`config.mk`:
```
export PLATFORM = sky130hd
export DESIGN_NAME = hbp_fifo
export DESIGN_NICKNAME = d
export VERILOG_FILES = /design/src/hbp_fifo.sv
export SDC_FILE = /design/constraint.sdc
export NUM_CORES = 1
export LEC_CHECK = 0
export BUFFER_PORTS_ARGS = -buffer_cell sky130_fd_sc_hd__buf_2
export CAP_MARGIN = 20
export CORE_AREA = 2 2 39 41
export CTS_CLUSTER_SIZE = 25
export DETAILED_ROUTE_END_ITERATION = 16
export DIE_AREA = 0 0 41 43
export GPL_TIMING_DRIVEN = 0
export PLACE_DENSITY = 0.68
export SLEW_MARGIN = 10
export SYNTH_ARGS = -nofsm -noshare
export SYNTH_HDL_FRONTEND = slang
export SYNTH_SLANG_ARGS = --single-unit
```
`constraint.sdc`:
```
create_clock -name i_clk -period 4.1 [get_ports i_clk]
set_input_delay 0.205 -clock i_clk [delete_from_list [all_inputs] [get_ports i_clk]]
set_output_delay 0.205 -clock i_clk [all_outputs]
set_load 0.02 [all_outputs]
```
`src/hbp_fifo.sv`:
```
// Small synchronous queue used between the packer stages and at the result side.
`timescale 1ns / 1ps
`default_nettype none

module hbp_fifo #(
    parameter type t_item = logic,
    parameter int  DEPTH  = 4
) (
    input  wire logic  i_clk,
    input  wire logic  i_rst_n,
    input  wire logic  i_push,
    input  wire t_item i_data,
    output logic       o_full,
    input  wire logic  i_pop,
    output t_item      o_data,
    output logic       o_empty
);

    localparam int PTR_W = (DEPTH > 1) ? $clog2(DEPTH) : 1;
    localparam int CNT_W = $clog2(DEPTH + 1);

    t_item            r_mem [DEPTH];
    logic [PTR_W-1:0] r_wr_ptr, n_wr_ptr;
    logic [PTR_W-1:0] r_rd_ptr, n_rd_ptr;
    logic [CNT_W-1:0] r_count, n_count;
    logic             w_do_push;
    logic             w_do_pop;

    // Status flags and the transfers that take place this cycle.
    assign o_full    = (r_count == CNT_W'(DEPTH));
    assign o_empty   = (r_count == '0);
    assign w_do_push = i_push && !o_full;
    assign w_do_pop  = i_pop && !o_empty;
    assign o_data    = r_mem[r_rd_ptr];

    // Pointer and count updates, wrapping at the depth.
    always_comb begin
        n_wr_ptr = r_wr_ptr;
        n_rd_ptr = r_rd_ptr;
        n_count  = r_count;
        if (w_do_push) begin
            n_wr_ptr = (r_wr_ptr == PTR_W'(DEPTH - 1)) ? '0 : r_wr_ptr + 1'b1;
        end
        if (w_do_pop) begin
            n_rd_ptr = (r_rd_ptr == PTR_W'(DEPTH - 1)) ? '0 : r_rd_ptr + 1'b1;
        end
        if (w_do_push && !w_do_pop) begin
            n_count = r_count + 1'b1;
        end else if (!w_do_push && w_do_pop) begin
            n_count = r_count - 1'b1;
        end
    end

    always_ff @(posedge i_clk) begin
        if (!i_rst_n) begin
            r_wr_ptr <= '0;
            r_rd_ptr <= '0;
            r_count  <= '0;
        end else begin
            r_wr_ptr <= n_wr_ptr;
            r_rd_ptr <= n_rd_ptr;
            r_count  <= n_count;
        end
    end

    // Storage needs no reset.
    always_ff @(posedge i_clk) begin
        if (w_do_push) begin
            r_mem[r_wr_ptr] <= i_data;
        end
    end

endmodule

`default_nettype wire

```
Word level (Yosys, flattened, before mapping)

Memory sizes are Yosys's and may differ from the RTL's. A register that Yosys moved wholly into a read port is not among the register bits.
Cells that the tools add are included.
Widths: inputs -> output; s select.

Bits in registers: 7
Bits in writable memories: 4
Input port bits: 5
Output and inout port bits: 3
Word-level logic and storage cells: 29
Memories kept: 1

Add/subtract/negate cells: 4
Equality and inequality tests: 3
Multiplexer cells: 8
Reductions and logical operators: 10

Memory list:

| memory | depth | bits a word | read ports | clocked after memory_dff | wr ports | line | source |
|---|---|---|---|---|---|---|---|
| r_mem  | 4     | 1           | 1          | 1                        | 1        | 22   | `t_item r_mem [DEPTH];` |

Operators with widths:

| cell                | count |
|---|---|
| $mux 2              | 4 |
| $mux 3              | 2 |
| $add 2x1->2 const B | 2 |
| $eq 2x2->1 const B  | 2 |
| $logic_and 1x1->1   | 4 |
| $logic_not 1->1     | 4 |
| $add 3x1->3 const B | 1 |
| $eq 3x3->1 const B  | 1 |
| $logic_not 3->1     | 1 |
| $sub 3x1->3 const B | 1 |
| $mux 1              | 2 |
| $reduce_bool 2->1   | 1 |

Depth between registers and ports, before layout

Word-level depth: 7
Gate-level depth with buffers: 9
Gate-level depth less buffers: 8

Worst setup path before layout

Ideal clock, no wire load.

Path type: register to register
From: register r_count[0]
To: register r_count[2]
Library setup time: 70 ps
Arrival time: 1,979 ps
Data required time: 4,030 ps
Slack: 2,051 ps
Cell stages (with the launch flop): 10
Path buffers: 1
Cells stage by stage: dfxtp_1 nor3b_2 nor2b_1 buf_2 ha_1 inv_1 fa_1 xor2_1 or3_1 a21boi_1

Longest elaborated chain between the ends: 6

Ends and longest elaborated chain:

| item                               | line | source |
|---|---|---|
| start, declared                    | 25   | `logic [CNT_W-1:0] r_count, n_count;` |
| start signal, assigned             | 62   | `r_count <= n_count;` |
| $eq 3x3->1 *                       | 30   | `assign o_full = (r_count == CNT_W'(DEPTH));` |
| via o_full                         | 13   | `output logic o_full,` |
| $logic_not 1->1 *                  | 32   | `assign w_do_push = i_push && !o_full;` |
| $logic_and 1x1->1 *                | 32   |  |
| via w_do_push                      | 26   | `logic w_do_push;` |
| $logic_not 1->1                    | 49   | `end else if (!w_do_push && w_do_pop) begin` |
| $logic_and 1x1->1                  | 49   |  |
| $reduce_bool 2->1 (no source line) | -    |  |

The timed path passes the listed nets; every way through them passes the cells marked *. The select of a mux whose other input is x is not followed.
A chain may end at the register's enable or synchronous reset.

Worst setup path in the final report

From: register r_count[0]
To: register r_count[2]

Longest elaborated chain between the ends: 6

Ends and longest elaborated chain:

| item |
|---|
| branches (longest 6 deep; another with $sub 3x1->3) |

Parallel ways; which one is timed is not known. The select of a mux whose other input is x is not followed.

==> flow_summary.toml <==
[placed_design]
place_area_um2 = 683.2
hpwl_um = 628.1
numPortBuffers = 7
placedCellCount = 79
post-place-ws_ps = 1932
place_congestion = 0.6997

[setup_path]
startpoint_type = "flop"
rrSetupSlack_ps = 1950
critPathMaxFanout = 5
cp-end-kind = "flop"
reg2reg_from = "r_count[0]$_SDFFE_PN0P_"
arrival_ps = 2360
crit_type = "flop to flop"
worst_ep_required_time_ps = 4310
timing.rr.end = "r_count[2]$_SDFFE_PN0P_"
reg2regPathDepth = 7

[cts]
ctsHtreeMaxLevel = 1
cts-hold-fix-buffers = 0
clockBufferDepth = 2
root_buffer = "clkbuf_4"
cts_resized = 0
clkLatencyLatePin_ps = 270
cts_setup_buffers = 0
cts_tree = "done"
cts.reportedPaths.clkPinSlew_ps = 80
cts_sinks = 13
cts_buffers = 3

[sta]
max_freq_ghz = 0.4650
period_needed_ps = 2151
finalClockSkew_ps = 6.195
relSlewSlack = 0.7414
setup_tns_ps = 0
hold_violations = 0
finalCritPeriodShare = 0.5246
setup_ws_ps = 1949
rsz0062_at_grt = "false"
worst_pin_slew_ps = 385.5
setup_viol = 0
finalMaxSlewViolations = 0

[route]
via_count = 408
viasPerCell = 4.916
wl_um = 810
drt-pass1-iter-count = 3
antenna_left = 0
drc = 0
wl_per_cell_um = 9.759
drtIter0Drc = 7

[synthesis]
synth_top_family_by_area = "simple AND/OR/NAND/NOR gates"
avgSynthCellArea_um2 = 11.22
muxShareOfSynthArea = 0.08367
synth_top_area_frac = 0.2869
yosys.area.top_type = "dfxtp_1"
synth_cell_types = 22
yosys-top-cells-area = "dfxtp_1 29%, edfxtp_1 19%, ha_1 12%, and2_1 5.0%, mux2i_1 4.8%"
synth_cells = 56
yosysSeqAreaShare = 0.4781
synth_compound_area_frac = 0.05578
synthesis.nets = 68
synth-adder-area-share = 0.1514
synthSimpleGateAreaFrac = 0.1713
synth_common_cells = "9 x dfxtp_1, 6 x ha_1, 6 x nand2_1"
synth_xor_area_frac = 0.02789
yosys_warnings = 0
async_reset_ff_frac = 0
ys_ff_latch = 13
ys.flop_type = "dfxtp_1"
synth-edff-count = 4
synth.most_common_cell = "dfxtp_1"
netlist_area_um2 = 628.1

[final_layout]
stdcell_count = 83
layout.nets = 80
diodes = 0
drive_gt1_frac = 0.2090
final_area_um2 = 709.4
syn2layout_area_growth_pct = 12.95
fin_util = 0.5127

[floorplan]
die_h_um = 43
initial_core_util = 0.4539
dieArea_um2 = 1763
num_io_pins = 8
rows = 14
die_x_um = 41
core_um2 = 1384

[flow_run]
maxCapViolations = 0

[pwr]
power.switching_mw = 0.1436
clockPowerShare = 0.184
p_leak_nw = 0.3040
power.density_nw_per_um2 = 589.7
p_int_mw = 0.2747
power_frac_seq = 0.460
vdd.ir_drop.worst_v = 0.0001872
switching_share = 0.3434
power_frac_comb = 0.357

[worst_hold_path]
min_path_cells = 1
hold_path.class = "primary input to flop"
hp-start = "i_data"
hold_end = "r_mem[3]$_DFFE_PP_"

[global_routing]
gr-total-overflow = 0
grt_pass1_vias = 337
grt_max_degree = 11
gr-usage-all-layers = 0.1102
antenna_found_initial = 0
grt_pass1_wl_um = 1262

[outcome]
status = "complete, no violations"
-- through the flow --
stage                     total power [mW]  hold WS (ps)
after global placement              0.3436         424.3
after detailed placement            0.3454         434.8
final                               0.4183         149.2
after floorplan                     0.3106         303.9
after CTS                           0.4263         147.5
after global routing                0.4537         142.5
-- cell families after synthesis --
family / count (synthesis)
and+or+nand+nor: 20
adders and majority gates: 7
muxes: 4
xor gates and xnor gates: 2
DFF: 13
buffers and inverters: 5
AOI/OAI and AO/OA: 5
-- worst max-delay path, stage by stage, from the launching register on --
cell      delay (ps)
dfxtp_1          380
o31ai_2          420
ha_1             260
inv_1             60
fa_1             370
xor2_1           160
or3_1            310
a21boi_1         130
-- worst max path at each step --
stage | startpoint | end | slack, ps | cells after the start
2_1_floorplan | r_count[0]$_SDFFE_PN0P_ | r_count[2]$_SDFFE_PN0P_ | 2050 | 9
3_3_place_gp | r_count[0]$_SDFFE_PN0P_ | r_count[2]$_SDFFE_PN0P_ | 1990 | 7
3_5_place_dp | r_count[0]$_SDFFE_PN0P_ | r_count[2]$_SDFFE_PN0P_ | 1930 | 7
4_1_cts | r_count[0]$_SDFFE_PN0P_ | r_count[2]$_SDFFE_PN0P_ | 1920 | 7
5_1_grt | r_count[0]$_SDFFE_PN0P_ | r_count[2]$_SDFFE_PN0P_ | 1790 | 7
6_report | r_count[0]$_SDFFE_PN0P_ | r_count[2]$_SDFFE_PN0P_ | 1950 | 7
-- final cells by class --
class                           instances  area, um2
Timing Repair Buffer                    7      35.03
Multi-Input combinational cell         38      307.8
Fill cell                             128      674.4
Clock buffer                            4      26.28
Buffer                                  2      8.758
Inverter                                3      11.26
Tap cell                               16      20.02
Sequential cell                        13      300.3
-- per-layer routing --
| layer | global-route usage | part of all wire | vias to the layer above |
|---|---|---|---|
| met4 | 0.1200 | 0.017 | 0 |
| li1 | - | - | 212 |
| met3 | 0.01571 | 0.020 | 2 |
| met2 | 0.1719 | 0.51 | 4 |
| met5 | 0 | 0 | - |
| met1 | 0.1086 | 0.45 | 190 |
-- power by group through the flow --
stage	combinational, mW	clock, mW	sequential [mW]
floorplan	0.120	0	0.191
global placement	0.147	0	0.196
detailed placement	0.149	0	0.196
CTS	0.152	0.0808	0.193
global route	0.168	0.0869	0.198
finish	0.149	0.0768	0.192
-- layout by cell type (no fill, tap or decap), drive strengths merged, types with 3 or more instances in the layout --
cell type and count:
o21ai 3, mux2i 3, and2 5, nand2 6, dfxtp 9, ha 6, inv 3, buf 8
clkbuf 5, edfxtp 4
Power figures use the tool's default switching activity.
