===== src/hbp_pkg.sv =====
// Package with the shared types and constants of the Huffman bit packer.
`timescale 1ns / 1ps
`default_nettype none

package hbp_pkg;

    // Field widths fixed by the item formats.
    localparam int BYTE_W = 8;
    localparam int SYM_W  = 8;
    localparam int CODE_W = 32;
    localparam int LEN_W  = 6;
    localparam int FILL_W = 3;
    localparam int LBF_W  = 4;

    // Defaults for the top-level parameters.
    localparam int MAX_CODE_LEN_DEF = 32;
    localparam int SYMBOL_COUNT_DEF = 256;

    // Depths of the job queue and the result queue.
    localparam int JOB_DEPTH = 4;
    localparam int OUT_DEPTH = 4;

    // Item modes.
    localparam logic MODE_LOAD   = 1'b0;
    localparam logic MODE_ENCODE = 1'b1;

    // One input item.
    typedef struct packed {
        logic              mode;
        logic [SYM_W-1:0]  symbol;
        logic [CODE_W-1:0] code_bits;
        logic [LEN_W-1:0]  code_length;
        logic              is_last;
    } t_in_item;

    // One result item.
    typedef struct packed {
        logic [BYTE_W-1:0] out_byte;
        logic              is_trailer;
        logic              run_end;
    } t_out_item;

    // One code table entry.
    typedef struct packed {
        logic [CODE_W-1:0] code;
        logic [LEN_W-1:0]  len;
    } t_entry;

    // One packing job: the code left-aligned, its length and the last flag.
    typedef struct packed {
        logic [CODE_W-1:0] code;
        logic [LEN_W-1:0]  len;
        logic              last;
    } t_job;

    // Packer states.
    typedef enum logic [1:0] {
        PK_IDLE,
        PK_JOB,
        PK_FLUSH,
        PK_TRAILER
    } t_pack_state;

endpackage

`default_nettype wire


===== src/hbp_back.sv =====
// Back end: packs left-aligned codes into bytes and emits flush and trailer bytes.
`timescale 1ns / 1ps
`default_nettype none

module hbp_back
    import hbp_pkg::*;
(
    input  wire logic  i_clk,
    input  wire logic  i_rst_n,
    input  wire t_job  i_job,
    input  wire logic  i_job_empty,
    output logic       o_job_pop,
    output logic       o_out_push,
    output t_out_item  o_out_data,
    input  wire logic  i_out_full
);

    t_pack_state       r_state, n_state;
    logic [CODE_W-1:0] r_code, n_code;
    logic [LEN_W-1:0]  r_rem, n_rem;
    logic              r_last, n_last;
    logic [BYTE_W-1:0] r_pack_byte, n_pack_byte;
    logic [FILL_W-1:0] r_fill, n_fill;
    logic [LBF_W-1:0]  r_lbf, n_lbf;

    logic [LEN_W-1:0]  w_sum;
    logic [BYTE_W-1:0] w_cand;
    logic [LBF_W-1:0]  w_take;
    logic              w_finish;
    logic              w_to_flush;
    logic              w_to_trailer;
    logic              w_load;

    // Bits pending plus bits left, the byte they would form, and the bits one byte takes.
    assign w_sum  = LEN_W'(r_fill) + r_rem;
    assign w_cand = r_pack_byte | (r_code[CODE_W-1 -: BYTE_W] >> r_fill);
    assign w_take = LBF_W'(BYTE_W) - LBF_W'(r_fill);
    assign w_load = ((r_state == PK_IDLE) || w_finish) && !i_job_empty;
    assign o_job_pop = w_load;

    // Datapath and result transfers for the current step.
    always_comb begin
        n_code       = r_code;
        n_rem        = r_rem;
        n_last       = r_last;
        n_pack_byte  = r_pack_byte;
        n_fill       = r_fill;
        n_lbf        = r_lbf;
        o_out_push   = 1'b0;
        o_out_data   = '{out_byte: w_cand, is_trailer: 1'b0, run_end: 1'b0};
        w_finish     = 1'b0;
        w_to_flush   = 1'b0;
        w_to_trailer = 1'b0;
        case (r_state)
            PK_JOB: begin
                if (w_sum >= LEN_W'(BYTE_W)) begin
                    if (!i_out_full) begin
                        // The byte ends a non-last item's results when fewer than a byte's bits remain.
                        o_out_push         = 1'b1;
                        o_out_data.run_end = !r_last && (w_sum < LEN_W'(2 * BYTE_W));
                        n_code             = r_code << w_take;
                        n_rem              = w_sum - LEN_W'(BYTE_W);
                        n_pack_byte        = '0;
                        n_fill             = '0;
                        n_lbf              = LBF_W'(BYTE_W);
                        if (w_sum == LEN_W'(BYTE_W)) begin
                            w_to_flush = r_last;
                            w_finish   = !r_last;
                        end
                    end
                end else begin
                    n_pack_byte = w_cand;
                    n_fill      = w_sum[FILL_W-1:0];
                    n_rem       = '0;
                    w_to_flush  = r_last;
                    w_finish    = !r_last;
                end
            end
            PK_FLUSH: begin
                if (!i_out_full) begin
                    o_out_push = 1'b1;
                    if (r_fill != '0) begin
                        o_out_data.out_byte = r_pack_byte;
                        n_lbf               = LBF_W'(r_fill);
                        n_fill              = '0;
                        n_pack_byte         = '0;
                        w_to_trailer        = 1'b1;
                    end else begin
                        o_out_data = '{out_byte: BYTE_W'(r_lbf), is_trailer: 1'b1,
                                       run_end: 1'b1};
                        n_lbf      = '0;
                        w_finish   = 1'b1;
                    end
                end
            end
            PK_TRAILER: begin
                if (!i_out_full) begin
                    o_out_push = 1'b1;
                    o_out_data = '{out_byte: BYTE_W'(r_lbf), is_trailer: 1'b1,
                                   run_end: 1'b1};
                    n_lbf      = '0;
                    w_finish   = 1'b1;
                end
            end
            default: begin
            end
        endcase
        // The next job enters as soon as the current one is done.
        if (w_load) begin
            n_code = i_job.code;
            n_rem  = i_job.len;
            n_last = i_job.last;
        end
    end

    // Next state.
    always_comb begin
        n_state = r_state;
        if (w_load) begin
            n_state = PK_JOB;
        end else if (w_finish) begin
            n_state = PK_IDLE;
        end else if (w_to_flush) begin
            n_state = PK_FLUSH;
        end else if (w_to_trailer) begin
            n_state = PK_TRAILER;
        end
    end

    always_ff @(posedge i_clk) begin
        if (!i_rst_n) begin
            r_state     <= PK_IDLE;
            r_pack_byte <= '0;
            r_fill      <= '0;
            r_lbf       <= '0;
        end else begin
            r_state     <= n_state;
            r_pack_byte <= n_pack_byte;
            r_fill      <= n_fill;
            r_lbf       <= n_lbf;
        end
    end

    // Job payload needs no reset.
    always_ff @(posedge i_clk) begin
        r_code <= n_code;
        r_rem  <= n_rem;
        r_last <= n_last;
    end

endmodule

`default_nettype wire


===== config.mk =====
export PLATFORM = sky130hd
export DESIGN_NAME = hbp_back
export DESIGN_NICKNAME = d
export VERILOG_FILES = /design/src/hbp_pkg.sv /design/src/hbp_back.sv
export SDC_FILE = /design/constraint.sdc
export NUM_CORES = 1
export LEC_CHECK = 0
export BUFFER_PORTS_ARGS = -buffer_cell sky130_fd_sc_hd__buf_2
export CAP_MARGIN = 25
export CELL_PAD_IN_SITES_DETAIL_PLACEMENT = 1
export CELL_PAD_IN_SITES_GLOBAL_PLACEMENT = 2
export CORE_MARGIN = 3
export CORE_UTILIZATION = 25
export CTS_CLUSTER_SIZE = 24
export DETAILED_ROUTE_END_ITERATION = 8
export PLACE_DENSITY = 0.52
export SLEW_MARGIN = 40
export SYNTH_ARGS = -nofsm -noshare
export SYNTH_HDL_FRONTEND = slang
export SYNTH_SLANG_ARGS = --single-unit

===== constraint.sdc =====
create_clock -name i_clk -period 9.95 [get_ports i_clk]
set_clock_uncertainty 0.1 [all_clocks]
set_input_delay 1.99 -clock i_clk [delete_from_list [all_inputs] [get_ports i_clk]]
set_output_delay 1.99 -clock i_clk [all_outputs]
set_load 0.005 [all_outputs]

# --- Word level (Yosys, flattened, before mapping) ---
# Index checks and enable logic that the tools add are counted.
# W data, S select, Z words.
totals:
  register_bits: 56
  latchBits: 0
  ram_bits: 0
  romBits: 0
  output_inout_bits: 12
  mem_count: 0
classes:
  n_addsub: 3
  n_mul: 0
  div: 0
  magnitude_cmp: 2
  n_eq_ne: 12
  n_shift: 2
  muxes: 52
  bitwise_logic: 2
  n_reduce_logical: 19
ops:
  columns: ["cell", "n"]
  rows:
  - ["$mux W32", 4]
  - ["$mux W8", 5]
  - ["$shl A32 B4 Y32", 1]
  - ["$mux W6", 4]
  - ["$mux W10", 2]
  - ["$mux W1", 18]
  - ["$pmux W9 S2", 1]
  - ["$mux W4", 4]
  - ["$pmux W8 S2", 1]
  - ["$mux W3", 5]
  - ["$ne A2 B2 Y1 const B", 6]
  - ["$pmux W4 S3", 1]
  - ["$or A8 B8 Y8", 1]
  - ["$reduce_bool A2 Y1", 4]
  - ["$shr A8 B3 Y8", 1]
  - ["$add A3 B6 Y6", 1]
  - ["$eq A6 B4 Y1 const B", 1]
  - ["$ge A6 B4 Y1 const B", 1]
  - ["$lt A6 B5 Y1 const B", 1]
  - ["$mux W2", 3]
  - ["$ne A3 B3 Y1 const B", 2]
  - ["$pmux W1 S3", 2]
  - ["$pmux W3 S2", 1]
  - ["$reduce_bool A3 Y1", 2]
  - ["other kinds (17)", 20]

# --- Logic depth before layout (Yosys ltp) ---
# Gate-level depths: netlist (run 1).
logic_depth:
  ltp_word: 10
  ltp_mapped: 12
  mapped_depth_nobuf: 10

# --- Worst setup path after synthesis (run 1) ---
# OpenSTA, ideal clock, no wires.
synth_timing:
  kind: "input -> output"
  start: "in i_out_full"
  end: "out o_job_pop"
  arrival_time_ps: 3063
  required_ps: 7860
  path_slack_ps: 4797
  cell_stages: 6
  n_path_buf: 2
  cell_sequence: "clkbuf_1 > inv_1 > and3_2 > a41oi_4 > nand2_4 > buf_6"
synth_between:
  elab_chain_cells: 5
  word_cells_on_any_way: 7
  classes_between: "mux (5); reduce/logical (2)"
synth_lines:
  columns: ["element", "line_no", "rtl"]
  rows:
  - ["start: declaration", "hbp_back.sv:15", "input wire logic i_out_full"]
  - ["$mux W1", "hbp_back.sv:57", "if (!i_out_full) begin"]
  - ["$mux W1", "hbp_back.sv:56", "if (w_sum >= LEN_W'(BYTE_W)) begin"]
  - ["$pmux W1 S3 *", "hbp_back.sv:54", "case (r_state)"]
  - ["$logic_or A1 B1 Y1 *", "hbp_back.sv:38", "assign w_load = ((r_state == PK_IDLE) || w_finish) && !i_job_empty;"]
  - ["$logic_and A1 B1 Y1 *", "hbp_back.sv:38", null]
  - ["end: declaration", "hbp_back.sv:12", "output logic o_job_pop,"]
# Every way passes the cells marked *; elsewhere a longest branch is shown, timed or not.

# --- Worst setup path in the final report (run 1) ---
layout_timing:
  start: "reg r_fill[1]"
  end: "out o_job_pop"
layout_between:
  elab_chain_cells: 8
  word_cells_on_any_way: 12
  classes_between: "add/sub (1); order compare (1); eq/ne (1); mux (6); reduce/logical (3)"
layout_lines:
  columns: ["element", "line_no", "rtl"]
  rows:
  - ["start: declaration", "hbp_back.sv:23", "logic [FILL_W-1:0] r_fill, n_fill;"]
  - ["start signal: assignment", "hbp_back.sv:139", "r_fill <= n_fill;"]
  - ["branches (longest 5 deep; another with $add A3 B6 Y6)", null, null]
  - ["$pmux W1 S3 *", "hbp_back.sv:54", null]
  - ["$logic_or A1 B1 Y1 *", "hbp_back.sv:38", null]
  - ["$logic_and A1 B1 Y1 *", "hbp_back.sv:38", null]
# Mark *: on every way between the ends.

==> results of run 1 <==
-- metal layers --
metal	vias to the layer above	part of all wire, %
met5	-	0
met4	0	1.0
li1	1737	-
met3	7	3.1
met2	51	44
met1	1821	52
-- cell type report --
| cell class | instances | area [µm²] | share of cell area [%] |
|---|---|---|---|
| Clock buffer | 6 | 139 | 2.70 |
| Clock inverter | 2 | 10.0 | 0.194 |
| Inverter | 9 | 33.8 | 0.656 |
| Multi-Input combinational cell | 336 | 2860 | 55.5 |
| Sequential cell | 56 | 1510 | 29.4 |
| Tap cell | 225 | 282 | 5.47 |
| Timing Repair Buffer | 60 | 313 | 6.07 |
-- power by group --
part | switching, mW | total [mW] | internal (mW)
combinational | 0.464 | 0.867 | 0.403
clock | 0.0901 | 0.190 | 0.0999
sequential | 0.105 | 0.496 | 0.391
-- worst max path at each step --
stage                     slack [ns]             to                   start
after detailed placement        4.14  o_out_data[6]              i_out_full
after global placement          4.23  o_out_data[6]              i_out_full
after floorplan                 4.80      o_job_pop              i_out_full
after CTS                       3.98      o_job_pop  r_fill[1]$_SDFFE_PN0P_
after global routing            3.80      o_job_pop  r_fill[1]$_SDFFE_PN0P_
final                           4.07      o_job_pop  r_fill[1]$_SDFFE_PN0P_
-- worst register-to-register path, cell delays in order, from the launching register on --
cell      delay [ns]
dfxtp_2         0.33
buf_4           0.60
clkinv_1        0.49
ha_1            0.33
ha_2            0.68
inv_1           0.53
mux2_2          0.43
nor2_1          0.10
a31oi_1         0.08
mux2_2          0.30
-- cell usage after synthesis (all sizes together), types with 2 or more instances --
library cell  count
mux2             46
ha                7
nand2            48
a21o              7
buf              17
dfxtp            17
a211oi            2
and3              9
mux4             28
and2b             2
nand3b            3
a32oi             4
nor3              8
o21ba             2
edfxtp           39
a21oi            18
nor2             31
a31oi             5
xor2              3
o21a              3
a21boi            7
inv               8
o211ai            7
o21ai            25
o2111ai           4
clkbuf           16
mux2i            24
o21bai            2
o22ai             4
nand3            17
o211a             3
-- state kept, by name (all words and copies together) (netlist names) --
name / cells
r_fill: 3
r_code: 32
r_last: 1
r_lbf: 4
r_pack_byte: 8
r_rem: 6
r_state: 2
-- cell families after synthesis --
logic type | count (synthesis)
AO/OA/AOI/OAI | 100
AND/OR/NAND/NOR | 126
flip-flops | 56
XOR/XNOR | 4
buffers and inverters | 42
multiplexers | 98
adder cells (fa/ha/maj) | 8
-- metrics by stage --
stage	util (%)	power [mW]	hold WS (ns)	std cells	worst slack, ns
after floorplan	-	1.11	0.336	434	4.80
after global placement	28.3	1.37	0.362	684	4.23
after detailed placement	28.4	1.38	0.368	686	4.14
after CTS	29.3	1.58	0.386	694	3.98
after global routing	29.3	1.69	0.402	694	3.80
final	29.3	1.55	0.377	694	4.07
==> reports/qor.yml, run 1 <==
timing:
  max_freq_mhz: 170
  worst_slew_pin_slew_ns: 0.770
  setup_tns_ns: 0
  slew_headroom_pct: 48.6
  rsz0062_at_grt: "no"
  hold_viol: 0
  setup_viol: 0
  layout_worst_path_cycle_share_pct: 59.1
  drv_slew: 0
  period_minus_slack_ns: 5.88
grt:
  grt_pass1_vias: 3751
  grt_most_used_layer: "met1"
  grt_max_degree: 47
  grt_use_met1_pct: 21.0
  grt_use_total_pct: 13.9
  gr-total-overflow: 0
  met3_usage_pct: 2.19
  antenna_found_initial: 0
  grt_pass1_wl_um: 21800
  grt_use_met2_pct: 20.9
floorplanning:
  start_util_pct: 26.0
  die_x_um: 141
  num_rows: 48
  die_area_um2: 20000
  io_pins: 55
  die_y_um: 141
  fp.coreArea_um2: 17600
logic_synthesis:
  netlist_instances: 434
  synthFlopType: "edfxtp_1"
  async_reset_ff_share_pct: 0
  synth_top_family_by_area: "multiplexers"
  synth_top_area_share_pct: 25.6
  yosys.area_share.simple_pct: 13.2
  synthMuxAreaShare_pct: 30.3
  syn_nets: 485
  synth_area_um2: 4580
  yosys_warnings: 0
  synth_edf_count: 39
  synth_xor_area_share_pct: 0.765
  synth_top_cell_by_area: "edfxtp_1"
  avgSynthCellArea_um2: 10.5
  synthTopCellsByArea: "edfxtp_1, mux4_2, mux2_2, dfxtp_1, mux2i_1"
  synth_compound_area_share_pct: 15.5
  seq_area_frac_synth_pct: 33.0
  synth.distinct_cells: 59
  synthAdderAreaFrac_pct: 2.35
  ys_ff_latch: 56
layout:
  antenna_cells: 0
  nNetsFinal: 519
  drive_gt1_share_pct: 35.8
  final_cell_mix: "buf_2, nand2_1, mux2_2"
  mostFrequentLayoutCell: "buf_2"
  fill_cells: 2009
  final_area_um2: 5150
  area_delta_synth_final_pct: 12.5
critical_path:
  rr_startpoint: "r_fill[0]$_SDFFE_PN0P_"
  reg2reg_to: "r_code[27]$_DFFE_PP_"
  cp.required_ns: 7.86
  critPathTopFamily: "simple AND/OR/NAND/NOR gates"
  crit_chain: "ha_1 -> a211oi_2 -> nor2_1 -> xor2_1 -> ha_1 -> nor3b_1 -> and3_2 -> a41oi_4 -> nand2_4 -> buf_2"
  crit_path_frequent_cell: "ha_1"
  crit_fanout: 42
  critPathLaunchType: "register"
  crit_cells: 10
  worstPathArrival_ns: 3.79
  path_class: "reg2out"
  r2r_slack_ns: 5.74
  cpPeakStageDelay_ns: 0.73
  worst-path-buf-inv: 1
  worstSetupEndpointType: "primary output"
  ff2ff_path_depth: 9
  critPathSlowestCell: "dfxtp_1"
drt:
  drt.antenna.violating_nets: 0
  dr.pass1.iters: 6
  wl_per_cell_um: 19.7
  post-route-drc-count: 0
  vias_per_cell: 5.21
  num_vias: 3616
  dr.first_iter.drc_count: 218
  finalWirelength_um: 13700
power:
  powerDensity_nw_per_um2: 302
  total_leakage_power_nw: 1.88
  vdd_drop_max_mv: 0.0806
clock_network:
  clk_pin_slew_ns: 0.08
  cts_tree: "built"
  hold_buffers: 0
  clk_latency_ns: 0.31
  ctsHtreeMaxLevel: 2
  clock_path_buffers: 2
  post_cts_resize_count: 0
  post_cts_buffers: 0
  clockRootBuffer: "clkbuf_16"
  cts.sinks: 56
  cts_inserted_buffers: 5
outcome:
  status: "complete, no violations"
placed_design:
  dpl_cell_area_um2: 5000
  io_buffers: 54
  hpwl_um: 10100
  place.gp.congestion: 0.740
worst_hold_path:
  hold-path-cell-count: 2
  hp-class: "reg2reg"
  holdCritStartpoint: "r_lbf[3]$_SDFFE_PN0P_"
  whs_endpoint: "r_lbf[3]$_SDFFE_PN0P_"
run:
  maxCapViolCount: 0
Note: power is estimated with default switching activity, not from simulation.
==> run 2: changes to the inputs <==
- clock period: 9.95 -> 5.8 ns (I/O delays scaled with it)
==> reports/qor.yml, run 2 (synthesis results as in run 1) <==
outcome:
  status: "complete, no violations"  # unchanged
critical_path:
  critPathLaunchType: "register"  # unchanged
  cp.required_ns: 4.54  # was 7.86 ns
  crit_fanout: 42  # unchanged
  worstPathArrival_ns: 3.82  # was 3.79 ns
  worstSetupEndpointType: "primary output"  # unchanged
  path_class: "reg2out"  # unchanged
floorplanning:
  die_area_um2: 20000  # unchanged
  io_pins: 55  # unchanged
  fp.coreArea_um2: 17600  # unchanged
  start_util_pct: 26.0  # unchanged
  die_y_um: 141  # unchanged
  num_rows: 48  # unchanged
  die_x_um: 141  # unchanged
power:
  power.net_switching_mw: 1.14  # was 0.659 mW
  p_clk_share_pct: 11.7  # was 12.2%
  total_leakage_power_nw: 1.88  # about the same
  powerDensity_nw_per_um2: 516  # was 302 nW/µm²
  seq_power_share_pct: 32.2  # was 31.9%
  pwr-share-comb_pct: 56.0  # was 55.8%
  sw_frac_of_total_pct: 42.7  # was 42.5%
  p_int_mw: 1.52  # was 0.894 mW
  power_mw: 2.66  # was 1.55 mW
  vdd_drop_max_mv: 0.135  # was 0.0806 mV
timing:
  setup_tns_ns: 0  # unchanged
  rsz0062_at_grt: "no"  # unchanged
  slew_headroom_pct: 45.6  # was 48.6%
  drv_slew: 0  # unchanged
  hold-worst-slack_ns: 0.380  # was 0.377 ns
  fin_ws_ns: 0.718  # was 4.07 ns
  hold_viol: 0  # unchanged
  worst_slew_pin_slew_ns: 0.816  # was 0.770 ns
  setup_viol: 0  # unchanged
  period_minus_slack_ns: 5.08
  max_freq_mhz: 197
  layout_worst_path_cycle_share_pct: 87.6
grt:
  antenna_found_initial: 0  # unchanged
  grt_pass1_vias: 3823  # was 3751
  grt_pass1_wl_um: 22300  # was 21800 µm
  grt_use_total_pct: 14.2  # was 13.9%
  gr-total-overflow: 0  # unchanged
  grt_max_degree: 47  # unchanged
drt:
  dr.pass1.iters: 4  # was 6
  finalWirelength_um: 14000  # was 13700 µm
  wl_per_cell_um: 20.1  # was 19.7 µm
  post-route-drc-count: 0  # unchanged
  num_vias: 3681  # was 3616
  drt.antenna.violating_nets: 0  # unchanged
  dr.first_iter.drc_count: 146  # was 218
  vias_per_cell: 5.29  # was 5.21
clock_network:
  clk_latency_ns: 0.31  # about the same
  clock_path_buffers: 2  # unchanged
  ctsHtreeMaxLevel: 2  # unchanged
  cts_tree: "built"  # unchanged
  post_cts_buffers: 0  # unchanged
  post_cts_resize_count: 0  # unchanged
  cts.sinks: 56  # unchanged
  clk_pin_slew_ns: 0.08  # about the same
  hold_buffers: 0  # unchanged
  clockRootBuffer: "clkbuf_16"  # unchanged
  cts_inserted_buffers: 5  # unchanged
run:
  maxCapViolCount: 0  # unchanged
layout:
  drive_gt1_share_pct: 35.7  # was 35.8%
  nNetsFinal: 521  # was 519
  regMostFlops: "r_code"  # unchanged
  antenna_cells: 0  # unchanged
  area_delta_synth_final_pct: 12.5  # about the same
  mostFrequentLayoutCell: "buf_2"  # unchanged
  fill_cells: 1977  # was 2009
  largest_reg_flops: 32  # unchanged
  top_regs: "r_code x32, r_pack_byte x8, r_rem x6"  # unchanged
  final_cell_mix: "buf_2, nand2_1, mux2_2"  # unchanged
placed_design:
  preCtsSetupSlack_ns: 1.01  # was 4.14 ns
  io_buffers: 54  # unchanged
  place.gp.congestion: 0.733  # was 0.740
  hpwl_um: 10300  # was 10100 µm
worst_hold_path:
  hp-class: "reg2reg"  # unchanged
## run 2: cell types whose count changed in the layout (fill, tap and decap cells not counted), sizes merged
cell and change:
buf +2, clkinv -1, inv +1
## run 2: metrics by stage
stage          instances  utilization (%)  area, µm²
2_1_floorplan        434                -       4580
3_3_place_gp         686             28.4       5000
3_5_place_dp         688             28.5       5010
4_1_cts              696             29.3       5150
5_1_grt              696             29.3       5150
6_report             696             29.3       5150
## run 2: cell type report
class                      instances  area, µm²  share of cell area (%)
tap                              225        282                    5.47
inverter                           9       33.8                   0.656
clock inverter                     2       8.76                   0.170
timing repair buffer              62        325                    6.32
sequential                        56       1510                    29.4
clock buffer                       6        129                    2.50
multi-input combinational        336       2860                    55.5
## run 2: worst paths after layout
kind / start / slack (ns) / endpoint / depth (start not counted)
setup / recovery: r_fill[1]$_SDFFE_PN0P_ / 0.72 / o_job_pop / 10
setup reg to reg: r_fill[0]$_SDFFE_PN0P_ / 1.70 / r_code[19]$_DFFE_PP_ / 10
hold / removal: r_pack_byte[6]$_SDFFE_PN0P_ / 0.38 / r_pack_byte[6]$_SDFFE_PN0P_ / 2
hold reg to reg: r_pack_byte[6]$_SDFFE_PN0P_ / 0.38 / r_pack_byte[6]$_SDFFE_PN0P_ / 2
## run 2: power by group through the flow
| stage | sequential, mW | clock, mW | combinational [mW] |
|---|---|---|---|
| 4_1_cts | 0.857 | 0.327 | 1.52 |
| 3_3_place_gp | 0.862 | 0 | 1.50 |
| 5_1_grt | 0.883 | 0.336 | 1.67 |
| 3_5_place_dp | 0.864 | 0 | 1.51 |
| 2_1_floorplan | 0.778 | 0 | 1.13 |
| 6_report | 0.856 | 0.312 | 1.49 |
## run 2: metal layers
| layer | part of all wire, % | vias up | GRT usage [%] |
|---|---|---|---|
| met3 | 2.7 | 8 | 1.79 |
| met2 | 46 | 51 | 22.1 |
| met4 | 1.0 | 0 | 3.37 |
| met5 | 0 | - | 0 |
| li1 | - | 1741 | - |
| met1 | 51 | 1881 | 21.1 |
## run 2: critical path: stages, from the launching register on
cell      delay (ns)
dfxtp_1         0.69
ha_1            0.35
a211oi_2        0.37
nor2_1          0.11
xor2_1          0.23
ha_1            0.18
nor3b_1         0.36
and3_2          0.28
a41oi_4         0.18
nand2_4         0.51
buf_2           0.22
==> run 3: changes to the inputs <==
- CORE_UTILIZATION: 25 -> 35
- PLACE_DENSITY: 0.52 -> 0.7
==> reports/qor.yml, run 3 (synthesis results as in run 1) <==
drt:
  vias_per_cell: 5.66  # was 5.29
  post-route-drc-count: 0  # unchanged
  num_vias: 3642  # was 3681
  dr.pass1.iters: 4  # unchanged
  drt.antenna.violating_nets: 0  # unchanged
  finalWirelength_um: 12700  # was 14000 µm
  wl_per_cell_um: 19.8  # was 20.1 µm
  dr.first_iter.drc_count: 225  # was 146
critical_path:
  crit_fanout: 42  # unchanged
  worstPathArrival_ns: 3.71  # was 3.82 ns
  worst-path-buf-inv: 1  # unchanged
  crit_chain: "ha_1 -> a211oi_2 -> nor2_1 -> xor2_1 -> ha_1 -> nor3b_1 -> and3_2 -> a41oi_4 -> nand2_4 -> buf_2"  # unchanged
  critPathLaunchType: "register"  # unchanged
  cp.required_ns: 4.54  # about the same
  crit_path_frequent_cell: "ha_1"  # unchanged
  path_class: "reg2out"  # unchanged
  critPathSlowestCell: "dfxtp_1"  # unchanged
  worstSetupEndpointType: "primary output"  # unchanged
  cpPeakStageDelay_ns: 0.68  # was 0.69 ns
  critPathTopFamily: "simple AND/OR/NAND/NOR gates"  # unchanged
clock_network:
  cts.sinks: 56  # unchanged
  hold_buffers: 0  # unchanged
  cts_inserted_buffers: 5  # unchanged
  clockRootBuffer: "clkbuf_16"  # unchanged
  ctsHtreeMaxLevel: 2  # unchanged
  clock_path_buffers: 2  # unchanged
  clk_latency_ns: 0.31  # about the same
  clk_pin_slew_ns: 0.08  # about the same
  post_cts_buffers: 0  # unchanged
  post_cts_resize_count: 0  # unchanged
  cts_tree: "built"  # unchanged
layout:
  mostFrequentLayoutCell: "buf_2"  # unchanged
  finalNonFillerCells: 644  # was 696
  nNetsFinal: 522  # was 521
  top_regs: "r_code x32, r_pack_byte x8, r_rem x6"  # unchanged
  antenna_cells: 0  # unchanged
  regMostFlops: "r_code"  # unchanged
  area_delta_synth_final_pct: 11.4  # was 12.5%
  drive_gt1_share_pct: 35.6  # was 35.7%
  largest_reg_flops: 32  # unchanged
  final_cell_mix: "buf_2, nand2_1, mux2_2"  # unchanged
  post-route-util_pct: 40.1  # was 29.3%
timing:
  setup_viol: 0  # unchanged
  hold_viol: 0  # unchanged
  worst_slew_pin_slew_ns: 0.809  # was 0.816 ns
  slew_headroom_pct: 46.0  # was 45.6%
  hold-worst-slack_ns: 0.368  # was 0.380 ns
  drv_slew: 0  # unchanged
  max_freq_mhz: 201  # was 197 MHz
  period_minus_slack_ns: 4.97  # was 5.08 ns
  rsz0062_at_grt: "no"  # unchanged
  setup_tns_ns: 0  # unchanged
  layout_worst_path_cycle_share_pct: 85.7  # was 87.6%
floorplanning:
  die_y_um: 120  # was 141 µm
  fp.coreArea_um2: 12700  # was 17600 µm²
  die_area_um2: 14500  # was 20000 µm²
  die_x_um: 120  # was 141 µm
  start_util_pct: 36.0  # was 26.0%
  io_pins: 55  # unchanged
  num_rows: 41  # was 48
placed_design:
  post-place-cells: 636  # was 688
  place.gp.congestion: 0.785  # was 0.733
  io_buffers: 54  # unchanged
  hpwl_um: 9350  # was 10300 µm
grt:
  gr-total-overflow: 0  # unchanged
  antenna_found_initial: 0  # unchanged
  grt_use_total_pct: 18.2  # was 14.2%
  grt_max_degree: 47  # unchanged
  grt_pass1_vias: 3785  # was 3823
  grt_pass1_wl_um: 20800  # was 22300 µm
power:
  powerDensity_nw_per_um2: 517  # was 516 nW/µm²
  total_leakage_power_nw: 1.88  # about the same
  vdd_drop_max_mv: 0.153  # was 0.135 mV
run:
  maxCapViolCount: 0  # unchanged
worst_hold_path:
  hp-class: "reg2reg"  # unchanged
outcome:
  status: "complete, no violations"  # unchanged
==> run 3: cell types whose count changed in the layout (fill, tap and decap cells not counted) <==
cell      change
buf_4         +1
clkbuf_1      +1
clkinv_1      +1
clkinv_2      -1
inv_1         -1
nor3_2        -1
nor3_4        +1
==> run 3: cell type report <==
type / count / area (µm²)
fill: 1502 / 7620
multi-input combinational: 336 / 2870
sequential: 56 / 1510
timing repair buffer: 63 / 333
tap: 172 / 215
clock buffer: 7 / 133
inverter: 9 / 33.8
clock inverter: 1 / 3.75
==> run 3: stage by stage <==
step / instance area [µm²] / power (mW) / worst slack (ns)
CTS: 5090 / 2.66 / 0.747
global placement: 4930 / 2.30 / 1.19
floorplan: 4580 / 1.91 / 1.92
global route: 5100 / 2.85 / 0.465
finish: 5100 / 2.64 / 0.831
detailed placement: 4960 / 2.33 / 1.09
==> run 3: tightest hold or removal path: cells and delay by family (launching register included) <==
kind	cells	cell delay, ns
flops	1	0.31
simple gates	1	0.05
compound gates	1	0.06
==> run 3: layer usage <==
layer,global-route usage [%],share of wire (%),vias up,wire length [µm]
met2,28.6,46,51,5880
li1,-,-,1743,-
met1,26.4,50,1838,6410
met3,2.25,2.1,10,269
met5,0,0,-,0
met4,5.45,1.4,0,174
==> run 3: path summary, 6_finish.rpt <==
path | from | endpoint | slack (ns) | depth (start not counted)
max | r_fill[1]$_SDFFE_PN0P_ | o_job_pop | 0.83 | 10
max reg2reg | r_fill[0]$_SDFFE_PN0P_ | r_code[19]$_DFFE_PP_ | 1.72 | 10
min | r_pack_byte[6]$_SDFFE_PN0P_ | r_pack_byte[6]$_SDFFE_PN0P_ | 0.37 | 2
min reg2reg | r_pack_byte[6]$_SDFFE_PN0P_ | r_pack_byte[6]$_SDFFE_PN0P_ | 0.37 | 2
==> run 3: power breakdown <==
part / switching (mW) / internal (mW) / total (mW)
sequential: 0.179 / 0.671 / 0.849
combinational: 0.779 / 0.695 / 1.47
clock: 0.152 / 0.160 / 0.312
